--- src/rtl/t1bre_pkg.sv ---
package t1bre_pkg;

  localparam int unsigned ByteW = 8;
  localparam int unsigned MaxRes = 6;
  localparam int unsigned ResCntW = $clog2(MaxRes + 1);

  localparam logic [1:0] KindPayload = 2'd0;
  localparam logic [1:0] KindTx = 2'd1;
  localparam logic [1:0] KindVerdict = 2'd2;

  localparam logic [1:0] VerdictOk = 2'd0;
  localparam logic [1:0] VerdictRetry = 2'd1;
  localparam logic [1:0] VerdictFail = 2'd2;
  localparam logic [1:0] VerdictMore = 2'd3;

  localparam logic [ByteW-1:0] IfsReset = 8'd32;
  localparam logic [ByteW-1:0] WaitReset = 8'd1;

  localparam logic [ByteW-1:0] RErrNone = 8'h00;
  localparam logic [ByteW-1:0] RErrParity = 8'h01;
  localparam logic [ByteW-1:0] RErrOther = 8'h02;

  localparam int unsigned OutDataW = 32;

  typedef struct packed {
    logic [1:0]       kind;
    logic [ByteW-1:0] value;
    logic [1:0]       verdict;
    logic             lrc_error;
  } res_t;

endpackage

--- src/rtl/t1_block_receive_engine.sv ---
// channel   | dir | tdata                                   | tuser   | tlast
// s_axis    | in  | rx_byte[7:0]                            | command | -
// m_axis    | out | value, verdict, lrc_error, wait, ifs    | kind    | last
// cfg       | in  | cfg_wdata_i = node_address              | -       | -
//
// a card byte is parsed in the cycle it is accepted; its results sit in a
// six-entry result buffer that drains one word per cycle while m_axis_tready is high
// payload bytes pass at one word per cycle while m_axis_tready is high; a step
// with n result words (up to six) keeps s_axis_tready low until m_axis is taking its last word
// rst_ni clears the parse state, sequence bits, ifs to 32 and wait to 1
// m_axis stalls back up into s_axis once the buffer holds more than one word, or one word m_axis is not taking
module t1_block_receive_engine
  import t1bre_pkg::*;
(
  input  logic                clk_i,
  input  logic                rst_ni,
  input  logic                s_axis_tvalid,
  output logic                s_axis_tready,
  input  logic [ByteW-1:0]    s_axis_tdata,   // rx_byte
  input  logic                s_axis_tuser,   // command
  output logic                m_axis_tvalid,
  input  logic                m_axis_tready,
  // value[7:0], verdict[9:8], lrc_error[10], wait_factor[18:11], card_ifs[26:19]
  output logic [OutDataW-1:0] m_axis_tdata,
  output logic [1:0]          m_axis_tuser,   // kind
  output logic                m_axis_tlast,
  input  logic                cfg_we_i,
  input  logic [ByteW-1:0]    cfg_wdata_i
);

  localparam logic [2:0] PhNad = 3'd0;
  localparam logic [2:0] PhPcb = 3'd1;
  localparam logic [2:0] PhLen = 3'd2;
  localparam logic [2:0] PhData = 3'd3;
  localparam logic [2:0] PhLrc = 3'd4;

  logic [2:0]       phase_q, phase_d;
  logic [ByteW-1:0] lrc_q, lrc_d;
  logic [ByteW-1:0] ctrl_q, ctrl_d;
  logic [ByteW-1:0] rem_q, rem_d;
  logic [ByteW-1:0] sdat_q, sdat_d;
  logic             rseq_q, rseq_d;
  logic             sseq_q, sseq_d;
  logic [ByteW-1:0] ifs_q, ifs_d;
  logic [ByteW-1:0] wait_q, wait_d;
  logic [ByteW-1:0] nad_q;

  res_t             res_q [MaxRes];
  res_t             res_d [MaxRes];
  logic [ResCntW-1:0] cnt_q, cnt_d;
  logic [ByteW-1:0] out_wait_q, out_wait_d;
  logic [ByteW-1:0] out_ifs_q, out_ifs_d;

  logic             accept, pop;
  logic [ByteW-1:0] b;
  logic             is_i, is_s;
  logic [ByteW-1:0] tx [4];
  logic [2:0]       tx_len;
  logic [ByteW-1:0] tx_lrc;
  logic [1:0]       vcode;
  logic             verr;
  logic             has_verdict;
  logic             has_payload;
  logic [ByteW-1:0] rem_dec;
  logic             match;
  logic [1:0]       stype;
  logic             slen;
  logic [ResCntW-1:0] vidx;
  logic [ResCntW-1:0] n_res;

  assign b = s_axis_tdata;
  assign is_i = ~ctrl_q[7];
  assign is_s = ctrl_q[7] & ctrl_q[6];
  assign rem_dec = rem_q - 8'd1;
  assign match = (ctrl_q[6] == rseq_q);

  assign m_axis_tvalid = (cnt_q != '0);
  assign pop = m_axis_tvalid & m_axis_tready;
  assign s_axis_tready = (cnt_q == '0) | ((cnt_q == ResCntW'(1)) & m_axis_tready);
  assign accept = s_axis_tvalid & s_axis_tready;

  always_comb begin
    phase_d = phase_q;
    lrc_d = lrc_q;
    ctrl_d = ctrl_q;
    rem_d = rem_q;
    sdat_d = sdat_q;
    rseq_d = rseq_q;
    sseq_d = sseq_q;
    ifs_d = ifs_q;
    wait_d = wait_q;
    tx[0] = nad_q;
    tx[1] = '0;
    tx[2] = '0;
    tx[3] = sdat_q;
    tx_len = 3'd0;
    vcode = VerdictOk;
    verr = 1'b0;
    has_verdict = 1'b0;
    has_payload = 1'b0;
    stype = 2'd0;
    slen = 1'b0;
    if (s_axis_tuser) begin
      sseq_d = ~sseq_q;
    end else begin
      unique case (phase_q)
        PhPcb: begin
          ctrl_d = b;
          sdat_d = '0;
          lrc_d = lrc_q ^ b;
          phase_d = PhLen;
        end
        PhLen: begin
          lrc_d = lrc_q ^ b;
          rem_d = (is_i | is_s) ? b : '0;
          phase_d = ((is_i | is_s) && b != '0) ? PhData : PhLrc;
        end
        PhData: begin
          lrc_d = lrc_q ^ b;
          if (is_i) begin
            has_payload = 1'b1;
          end else begin
            sdat_d = b;
          end
          rem_d = rem_dec;
          if (rem_dec == '0) begin
            phase_d = PhLrc;
          end
        end
        PhLrc: begin
          phase_d = PhNad;
          has_verdict = 1'b1;
          if (lrc_q != b) begin
            tx[1] = 8'h80 | RErrParity | {3'd0, rseq_q, 4'd0};
            tx_len = 3'd3;
            vcode = VerdictMore;
            verr = 1'b1;
          end else if (is_i) begin
            rseq_d = rseq_q ^ match;
            if (ctrl_q[5] | ~match) begin
              tx[1] = 8'h80 | (match ? RErrNone : RErrOther) | {3'd0, rseq_d, 4'd0};
              tx_len = 3'd3;
              vcode = VerdictMore;
            end
          end else if (is_s) begin
            vcode = ctrl_q[5] ? VerdictOk : VerdictMore;
            if (ctrl_q[1:0] == 2'b11) begin
              wait_d = sdat_q;
              stype = 2'd3;
              slen = 1'b1;
            end else if (ctrl_q[1]) begin
              stype = 2'd2;
              vcode = VerdictFail;
            end else if (ctrl_q[0]) begin
              if (!ctrl_q[5]) begin
                ifs_d = sdat_q;
              end
              stype = 2'd1;
              slen = 1'b1;
            end else begin
              rseq_d = 1'b0;
              sseq_d = 1'b0;
            end
            if (!ctrl_q[5]) begin
              tx[1] = {6'b111000, stype};
              tx[2] = {7'd0, slen};
              tx_len = slen ? 3'd4 : 3'd3;
            end
          end else begin
            vcode = (ctrl_q[3:0] != 4'd0 || ctrl_q[4] != ~sseq_q) ? VerdictRetry : VerdictOk;
          end
        end
        default: begin
          wait_d = WaitReset;
          lrc_d = b;
          phase_d = PhPcb;
        end
      endcase
    end
  end

  assign tx_lrc = tx[0] ^ tx[1] ^ tx[2] ^ ((tx_len == 3'd4) ? tx[3] : '0);
  assign vidx = (tx_len == 3'd0) ? '0 : ResCntW'(tx_len + 3'd1);
  assign n_res = has_payload ? ResCntW'(1) : (has_verdict ? vidx + ResCntW'(1) : '0);

  always_comb begin
    for (int i = 0; i < MaxRes; i++) begin
      res_d[i] = (pop && i + 1 < MaxRes) ? res_q[(i + 1) % MaxRes] : res_q[i];
    end
    cnt_d = pop ? cnt_q - ResCntW'(1) : cnt_q;
    out_wait_d = out_wait_q;
    out_ifs_d = out_ifs_q;
    if (accept && n_res != '0) begin
      cnt_d = n_res;
      out_wait_d = wait_d;
      out_ifs_d = ifs_d;
      for (int i = 0; i < MaxRes; i++) begin
        res_d[i] = '{kind: KindTx, value: '0, verdict: VerdictOk, lrc_error: 1'b0};
        if (has_payload) begin
          if (i == 0) begin
            res_d[i].kind = KindPayload;
            res_d[i].value = b;
          end
        end else if (ResCntW'(i) < ResCntW'(tx_len)) begin
          res_d[i].value = tx[i % 4];
        end else if (ResCntW'(i) == ResCntW'(tx_len) && tx_len != 3'd0) begin
          res_d[i].value = tx_lrc;
        end else if (ResCntW'(i) == vidx) begin
          res_d[i].kind = KindVerdict;
          res_d[i].verdict = vcode;
          res_d[i].lrc_error = verr;
        end
      end
    end
  end

  always_ff @(posedge clk_i or negedge rst_ni) begin
    if (!rst_ni) begin
      phase_q <= PhNad;
      lrc_q <= '0;
      ctrl_q <= '0;
      rem_q <= '0;
      sdat_q <= '0;
      rseq_q <= 1'b0;
      sseq_q <= 1'b0;
      ifs_q <= IfsReset;
      wait_q <= WaitReset;
      nad_q <= '0;
      cnt_q <= '0;
    end else begin
      if (cfg_we_i) begin
        nad_q <= cfg_wdata_i;
      end
      if (accept) begin
        phase_q <= phase_d;
        lrc_q <= lrc_d;
        ctrl_q <= ctrl_d;
        rem_q <= rem_d;
        sdat_q <= sdat_d;
        rseq_q <= rseq_d;
        sseq_q <= sseq_d;
        ifs_q <= ifs_d;
        wait_q <= wait_d;
      end
      cnt_q <= cnt_d;
    end
  end

  always_ff @(posedge clk_i) begin
    res_q <= res_d;
    out_wait_q <= out_wait_d;
    out_ifs_q <= out_ifs_d;
  end

  assign m_axis_tuser = res_q[0].kind;
  assign m_axis_tlast = (cnt_q == ResCntW'(1));
  assign m_axis_tdata = {5'd0, out_ifs_q, out_wait_q, res_q[0].lrc_error,
                         res_q[0].verdict, res_q[0].value};

endmodule

--- config.mk ---
export PLATFORM = sky130hd
export DESIGN_NAME = t1_block_receive_engine
export DESIGN_NICKNAME = d
export VERILOG_FILES = /design/src/rtl/t1bre_pkg.sv /design/src/rtl/t1_block_receive_engine.sv
export SDC_FILE = /design/constraint.sdc
export NUM_CORES = 1
export LEC_CHECK = 0
export ABC_AREA = 0
export BUFFER_PORTS_ARGS = -buffer_cell sky130_fd_sc_hd__buf_2
export CORE_UTILIZATION = 55
export CTS_CLUSTER_SIZE = 12
export DETAILED_ROUTE_END_ITERATION = 10
export PLACE_DENSITY_LB_ADDON = 0.2
export SYNTH_ARGS = -nofsm -noshare
export SYNTH_HDL_FRONTEND = slang
export SYNTH_SLANG_ARGS = --single-unit
export TNS_END_PERCENT = 10
--- constraint.sdc ---
create_clock -name clk_i -period 3.7 [get_ports clk_i]
set_clock_uncertainty 0.15 [all_clocks]
set_input_delay 0.74 -clock clk_i [delete_from_list [all_inputs] [get_ports clk_i]]
set_output_delay 0.74 -clock clk_i [all_outputs]
set_load 0.05 [all_outputs]
== Yosys cells after proc, flatten, opt, wreduce, memory -nomap -nowiden ==
Index checks and enable logic that the tools add are counted.
Widths: inputs -> output; s select.

* Register bits: 158
* Input bits: 22
* Output and inout bits: 37

* Add/sub/neg operators: 4
* Order comparisons: 6
* Equality and inequality tests: 30
* Multiplexer cells: 146
* Bitwise logic cells: 20
* Reductions and logical operators: 34

{| class="wikitable"
|+ Operators by type and width
! kind !! number
|-
| $mux 8 || 34
|-
| $mux 13 || 10
|-
| $mux 3 || 33
|-
| $mux 78 || 1
|-
| $mux 16 || 4
|-
| $pmux 8 s2 || 4
|-
| $mux 2 || 31
|-
| $xor 8x8->8 || 4
|-
| $mux 1 || 27
|-
| $ne 2x2->1 const B || 9
|-
| $reduce_and 8->1 || 2
|-
| $eq 2x3->1 const A || 4
|-
| $eq 3x3->1 const A || 4
|-
| $pmux 3 s4 || 1
|-
| $reduce_and 3->1 || 4
|-
| $reduce_bool 2->1 || 6
|-
| $mux 10 || 1
|-
| $logic_not 3->1 || 3
|-
| $reduce_bool 3->1 || 3
|-
| $logic_and 1x1->1 || 8
|-
| $logic_not 8->1 || 1
|-
| $ne 8x8->1 || 1
|-
| $or 8x5->8 || 1
|-
| $reduce_bool 8->1 || 1
|-
| other kinds (23) || 43
|}

== Longest topological paths before layout ==
* Depth after elaboration: 23
* Gate-level depth with buffers: 13
* Gate-level depth less buffers: 11

== Least setup slack after synthesis ==
OpenSTA, ideal clock, no wires.

* Path kind: input to register
* Start point: input s_axis_tdata[5]
* End point: register res_q[11] (netlist bit), data pin
* Arrival: 3.217 ns
* Data required time: 3.293 ns
* Slack: 0.076 ns
* Cell stages on the path: 12
* Path buffers: 2
* Path through: clkbuf_1 -> xor2_1 -> nor4_4 -> nand3_1 -> a21o_1 -> nand2_1 -> ha_1 -> clkbuf_1 -> nor2b_1 -> nand2b_1 -> a31oi_1 -> inv_1

* Longest elaborated chain between the ends: 8
* Elaborated cells on any way between the ends: 14
* Those cells by class: 1 x add/sub; 1 x order compare; 3 x eq/ne; 5 x mux; 4 x reduce/logical

{| class="wikitable"
|+ Ends and longest elaborated chain
! item !! line !! RTL
|-
| start, declared || t1_block_receive_engine.sv:19 || <nowiki>input logic [ByteW-1:0] s_axis_tdata,</nowiki>
|-
| $ne 8x8->1 (*) || t1_block_receive_engine.sv:133 || <nowiki>if (lrc_q != b) begin</nowiki>
|-
| $mux 3 (*) || t1_block_receive_engine.sv:133 ||
|-
| $mux 3 (*) || t1_block_receive_engine.sv:106 || <nowiki>unique case (phase_q)</nowiki>
|-
| $mux 3 (*) || t1_block_receive_engine.sv:103 || <nowiki>if (s_axis_tuser) begin</nowiki>
|-
| $add 3x1->3 or $logic_not 3->1 (tied branches) || t1_block_receive_engine.sv:183 || <nowiki>assign vidx = (tx_len == 3'd0) ? '0 : ResCntW'(tx_len + 3'd1);</nowiki>
|-
| $mux 3 || t1_block_receive_engine.sv:183 ||
|-
| $eq 3x3->1 || t1_block_receive_engine.sv:208 || <nowiki>end else if (ResCntW'(i) == vidx) begin</nowiki>
|-
| $mux 2 || t1_block_receive_engine.sv:208 ||
|-
| end signal, assigned || t1_block_receive_engine.sv:250 || <nowiki>res_q <= res_d;</nowiki>
|-
| end, declared || t1_block_receive_engine.sv:48 || <nowiki>res_t res_q [MaxRes];</nowiki>
|}

Mark *: on every way between the ends. The rest lies on a longest branch, timed or not.
A chain may end at the register's enable or synchronous reset.

== Worst setup path after layout ==
* Start point: register phase_q[2]
* End point: register res_q[4] (netlist bit), data pin

* Longest elaborated chain between the ends: 8
* Elaborated cells on any way between the ends: 19
* Those cells by class: 1 x order compare; 4 x eq/ne; 9 x mux; 3 x bitwise; 2 x reduce/logical

{| class="wikitable"
|+ Ends and longest elaborated chain
! item !! line !! RTL
|-
| start, declared || t1_block_receive_engine.sv:37 || <nowiki>logic [2:0] phase_q, phase_d;</nowiki>
|-
| start signal, assigned || t1_block_receive_engine.sv:219 || <nowiki>phase_q <= PhNad;</nowiki>
|-
| start signal, assigned || t1_block_receive_engine.sv:235 || <nowiki>phase_q <= phase_d;</nowiki>
|-
| $eq 3x3->1 || t1_block_receive_engine.sv:106 ||
|-
| $mux 3 or $mux 16 (tied branches) || t1_block_receive_engine.sv:106 ||
|-
| $mux 3 or $mux 16 (tied branches) || t1_block_receive_engine.sv:103 ||
|-
| $eq 3x3->1 or $xor 8x8->8 (tied branches) || t1_block_receive_engine.sv:182 || <nowiki>assign tx_lrc = tx[0] ^ tx[1] ^ tx[2] ^ ((tx_len == 3'd4) ? tx[3] : '0);</nowiki>
|-
| $mux 8 or $xor 8x8->8 (tied branches) || t1_block_receive_engine.sv:182 ||
|-
| $xor 8x8->8 || t1_block_receive_engine.sv:182 ||
|-
| $mux 8 || t1_block_receive_engine.sv:206 || <nowiki>end else if (ResCntW'(i) == ResCntW'(tx_len) && tx_len != 3'd0) begin</nowiki>
|-
| $mux 8 || t1_block_receive_engine.sv:204 || <nowiki>end else if (ResCntW'(i) < ResCntW'(tx_len)) begin</nowiki>
|}

Parallel ways exist; a longest one is shown, timed or not.

==> flow_summary.toml <==
[floorplanning]
design.core.area_sq_mm = 0.0139
die_height_um = 121
initial_utilization_pct = 56.5
top_level_ports = 59
dieArea_sq_mm = 0.0147
site_rows = 43
die_w_um = 121

[global_route]
grt_use_total_pct = 26.8
globalRouteOverflowTotal = 0
first_pass_grt_wire_length_um = 29100
grt_start_max_net_pins = 68
antenna_found_initial = 0
grt_pass1_vias = 5370

[setup_path]
critPathTopFamily = "simple AND/OR/NAND/NOR gates"
slowest_delay_ns = 0.57
critical_path_peak_fanout = 11
timing.rr.start = "phase_q[2]"
worst_ep_required_time_ns = 3.81
timing.reg2reg.worst_path_depth = 8
worstPathBufferInverterCount = 1
worstReg2RegEnd = "res_q[4]"
critPathLaunchType = "flop"
worst_setup_path_end_kind = "flop"
data_arrival_time_of_the_critical_path_ns = 3.41
worst_path_most_repeated_cell = "sky130_fd_sc_hd__nand3_1"
cp_cell_sequence = "or4b_4 -> nor4b_1 -> nand3_1 -> inv_1 -> ha_1 -> nor2b_1 -> nand3_1 -> o21ai_0"
timing.critical_path.slowest_stage_cell = "sky130_fd_sc_hd__or4b_4"
worst_reg2reg_setup_slack_ns = 0.41
critical_path_class = "flop to flop"

[synth]
netlist_area_sq_mm = 0.00785
synth_warnings = 0
synth_largest_type_area_fraction_pct = 36.0
synth_top_cell_by_area = "sky130_fd_sc_hd__edfxtp_1"
cell_variety_after_synth = 64
synth_cells = 712
synth_sequential_area_ratio_pct = 56.4
post_synth.cell_area_avg_sq_um = 11.0
synth-async-reset-ratio_pct = 40.5
ys_top_cells_by_count = "sky130_fd_sc_hd__edfxtp_1 (94), sky130_fd_sc_hd__nand2_1 (83), sky130_fd_sc_hd__o21ai_0 (71)"
post_synth_main_area_contributors = "sky130_fd_sc_hd__edfxtp_1 (36%), sky130_fd_sc_hd__dfrtp_1 (20%), sky130_fd_sc_hd__o21ai_0 (4.5%)"
synth_edf_count = 94
synth_seq_cells = 158
synth_flop_cell = "sky130_fd_sc_hd__edfxtp_1"
post-synth-top-count-cell = "sky130_fd_sc_hd__edfxtp_1"

[cts]
cts_root_buffer = "sky130_fd_sc_hd__clkbuf_16"
cts_hold_repair.buffers = 0
number_of_sinks_handled_by_clock_tree_synthesis = 158
htree_levels = 4
ctsResizeCount = 0
cts_made_buffers = 17
clock_tree_from_tritoncts = "built"
clock_path_buffers = 2
cts.reportedPaths.clkPinSlew_ns = 0.07
post_cts_setup_buffer_count = 0
clk-insertion-delay-late_ns = 0.43

[final_layout]
syn_to_final_growth_pct = 13.6
area_taken_by_multi_input_logic_gates_sq_mm = 0.00309
regArea_sq_mm = 0.00443
drive_gt1_share_pct = 21.9
largest_register_ffs = 65
filler_cell_count = 1078
regMostFlops = "res_q"
utilization_pct = 64.2
finish.cell_count_without_fillers = 956
antenna_cells_inserted = 0
nNetsFinal = 796

[detailed_routing]
drt-initial-drc-count = 536
routed_wl_um = 18400
post-route-drc-count = 0
antenna_left = 0
vias_per_cell = 5.96
num_vias = 5694
detailedRoute.firstPassIterationCount = 5
wl_per_cell_um = 19.2

[timing]
rsz_0062_raised_after_global_routing = "false"
worstMarginPinSlew_ns = 0.828
fmaxAchievable_mhz = 304
hold_viol_final = 0
finalMaxSlewViolations = 0
fin_tns_setup_ns = 0
period_share_pct = 89.0
report.final.setup_viol = 0
slew_headroom_pct = 44.8
final_period_minus_worst_setup_slack_ns = 3.29

[place]
detailed_place_hpwl_um = 12600
gp_congestion = 0.888
io_buffers = 53
cells_after_dpl = 925

[status]
run_status = "complete, no violations"

[worst_hold_path]
type_of_the_most_critical_hold_path = "input port to asynchronous set/reset pin"

[power]
static-leakage-power_nw = 3.60
peakVddDrop_mv = 0.347
power.density_cell_area_mw_per_mm2 = 682

[job]
timing.max_cap.violations = 0
-- cell type report --
type	count	area share [%]
timing repair buffer	87	5.98
sequential	158	49.7
tap	180	2.53
multi-input combinational	485	34.6
clock buffer	17	4.78
clock inverter	14	1.76
inverter	15	0.632
-- cells in the final DEF, fill, tap and decap left out, types with 10 or more instances in the layout --
cell type and count:
sky130_fd_sc_hd__inv_1 14, sky130_fd_sc_hd__nor3b_1 12, sky130_fd_sc_hd__a22o_1 18, sky130_fd_sc_hd__mux2_2 24, sky130_fd_sc_hd__buf_2 53, sky130_fd_sc_hd__a22oi_1 12
sky130_fd_sc_hd__ha_1 10, sky130_fd_sc_hd__nor2_1 42, sky130_fd_sc_hd__xnor2_1 11, sky130_fd_sc_hd__clkbuf_16 17, sky130_fd_sc_hd__edfxtp_1 94, sky130_fd_sc_hd__and2_1 20
sky130_fd_sc_hd__a21oi_1 39, sky130_fd_sc_hd__xor2_1 20, sky130_fd_sc_hd__o21ai_0 71, sky130_fd_sc_hd__buf_4 33, sky130_fd_sc_hd__dfrtp_1 62, sky130_fd_sc_hd__nand2_1 82
sky130_fd_sc_hd__nand3_1 18
-- power breakdown --
part	switching [mW]	internal (mW)
registers	0.341	2.39
clock network	0.738	1.00
logic	1.06	0.543
total	2.14	3.93
-- worst max-delay path by stage --
stage	from	endpoint	slack (ns)	cells after the start
after floorplan	s_axis_tdata[5]	res_q[11]	0.08	12
after global placement	s_axis_tuser	res_q[21]	0.23	12
after detailed placement	s_axis_tuser	res_q[4]	0.14	9
after CTS	phase_q[2]	res_q[4]	0.46	8
after global routing	phase_q[2]	res_q[4]	0.21	8
final	phase_q[2]	res_q[4]	0.41	8
-- layer usage --
layer / track usage (%) / share of wire, %
met4: 10.3 / 2.3
met1: 38.2 / 45
met2: 40.4 / 46
met3: 5.36 / 7.1
met5: 0 / 0
-- stage by stage --
| step | hold slack, ns | cell area [sq um] | power, mW | setup WS [ns] |
|---|---|---|---|---|
| 6_report | 0.336 | 8910 | 6.07 | 0.408 |
| 5_1_grt | 0.369 | 8910 | 6.38 | 0.215 |
| 4_1_cts | 0.351 | 8910 | 6.08 | 0.461 |
| 3_5_place_dp | 0.339 | 8330 | 4.34 | 0.142 |
| 3_3_place_gp | 0.332 | 8330 | 4.27 | 0.234 |
| 2_1_floorplan | 0.294 | 7860 | 3.93 | 0.0757 |
-- kinds of logic after synthesis --
family	count (synthesis)	synth area share [%]
and+or+nand+nor	229	15.2
AOI/OAI and AO/OA	177	13.6
DFF	158	56.4
buffers and inverters	73	4.61
muxes	33	5.10
xor gates and xnor gates	31	3.46
adders and majority gates	10	1.59
other	1	0.0478
-- worst register-to-register path: cells and delay by family, from the launching register on --
kind	cells	cell delay, ns
simple gates	5	1.82
fa+ha+maj	1	0.27
buf+inv	1	0.10
flops	1	0.52
compound gates	1	0.27
Note: power is estimated with default switching activity, not from simulation.
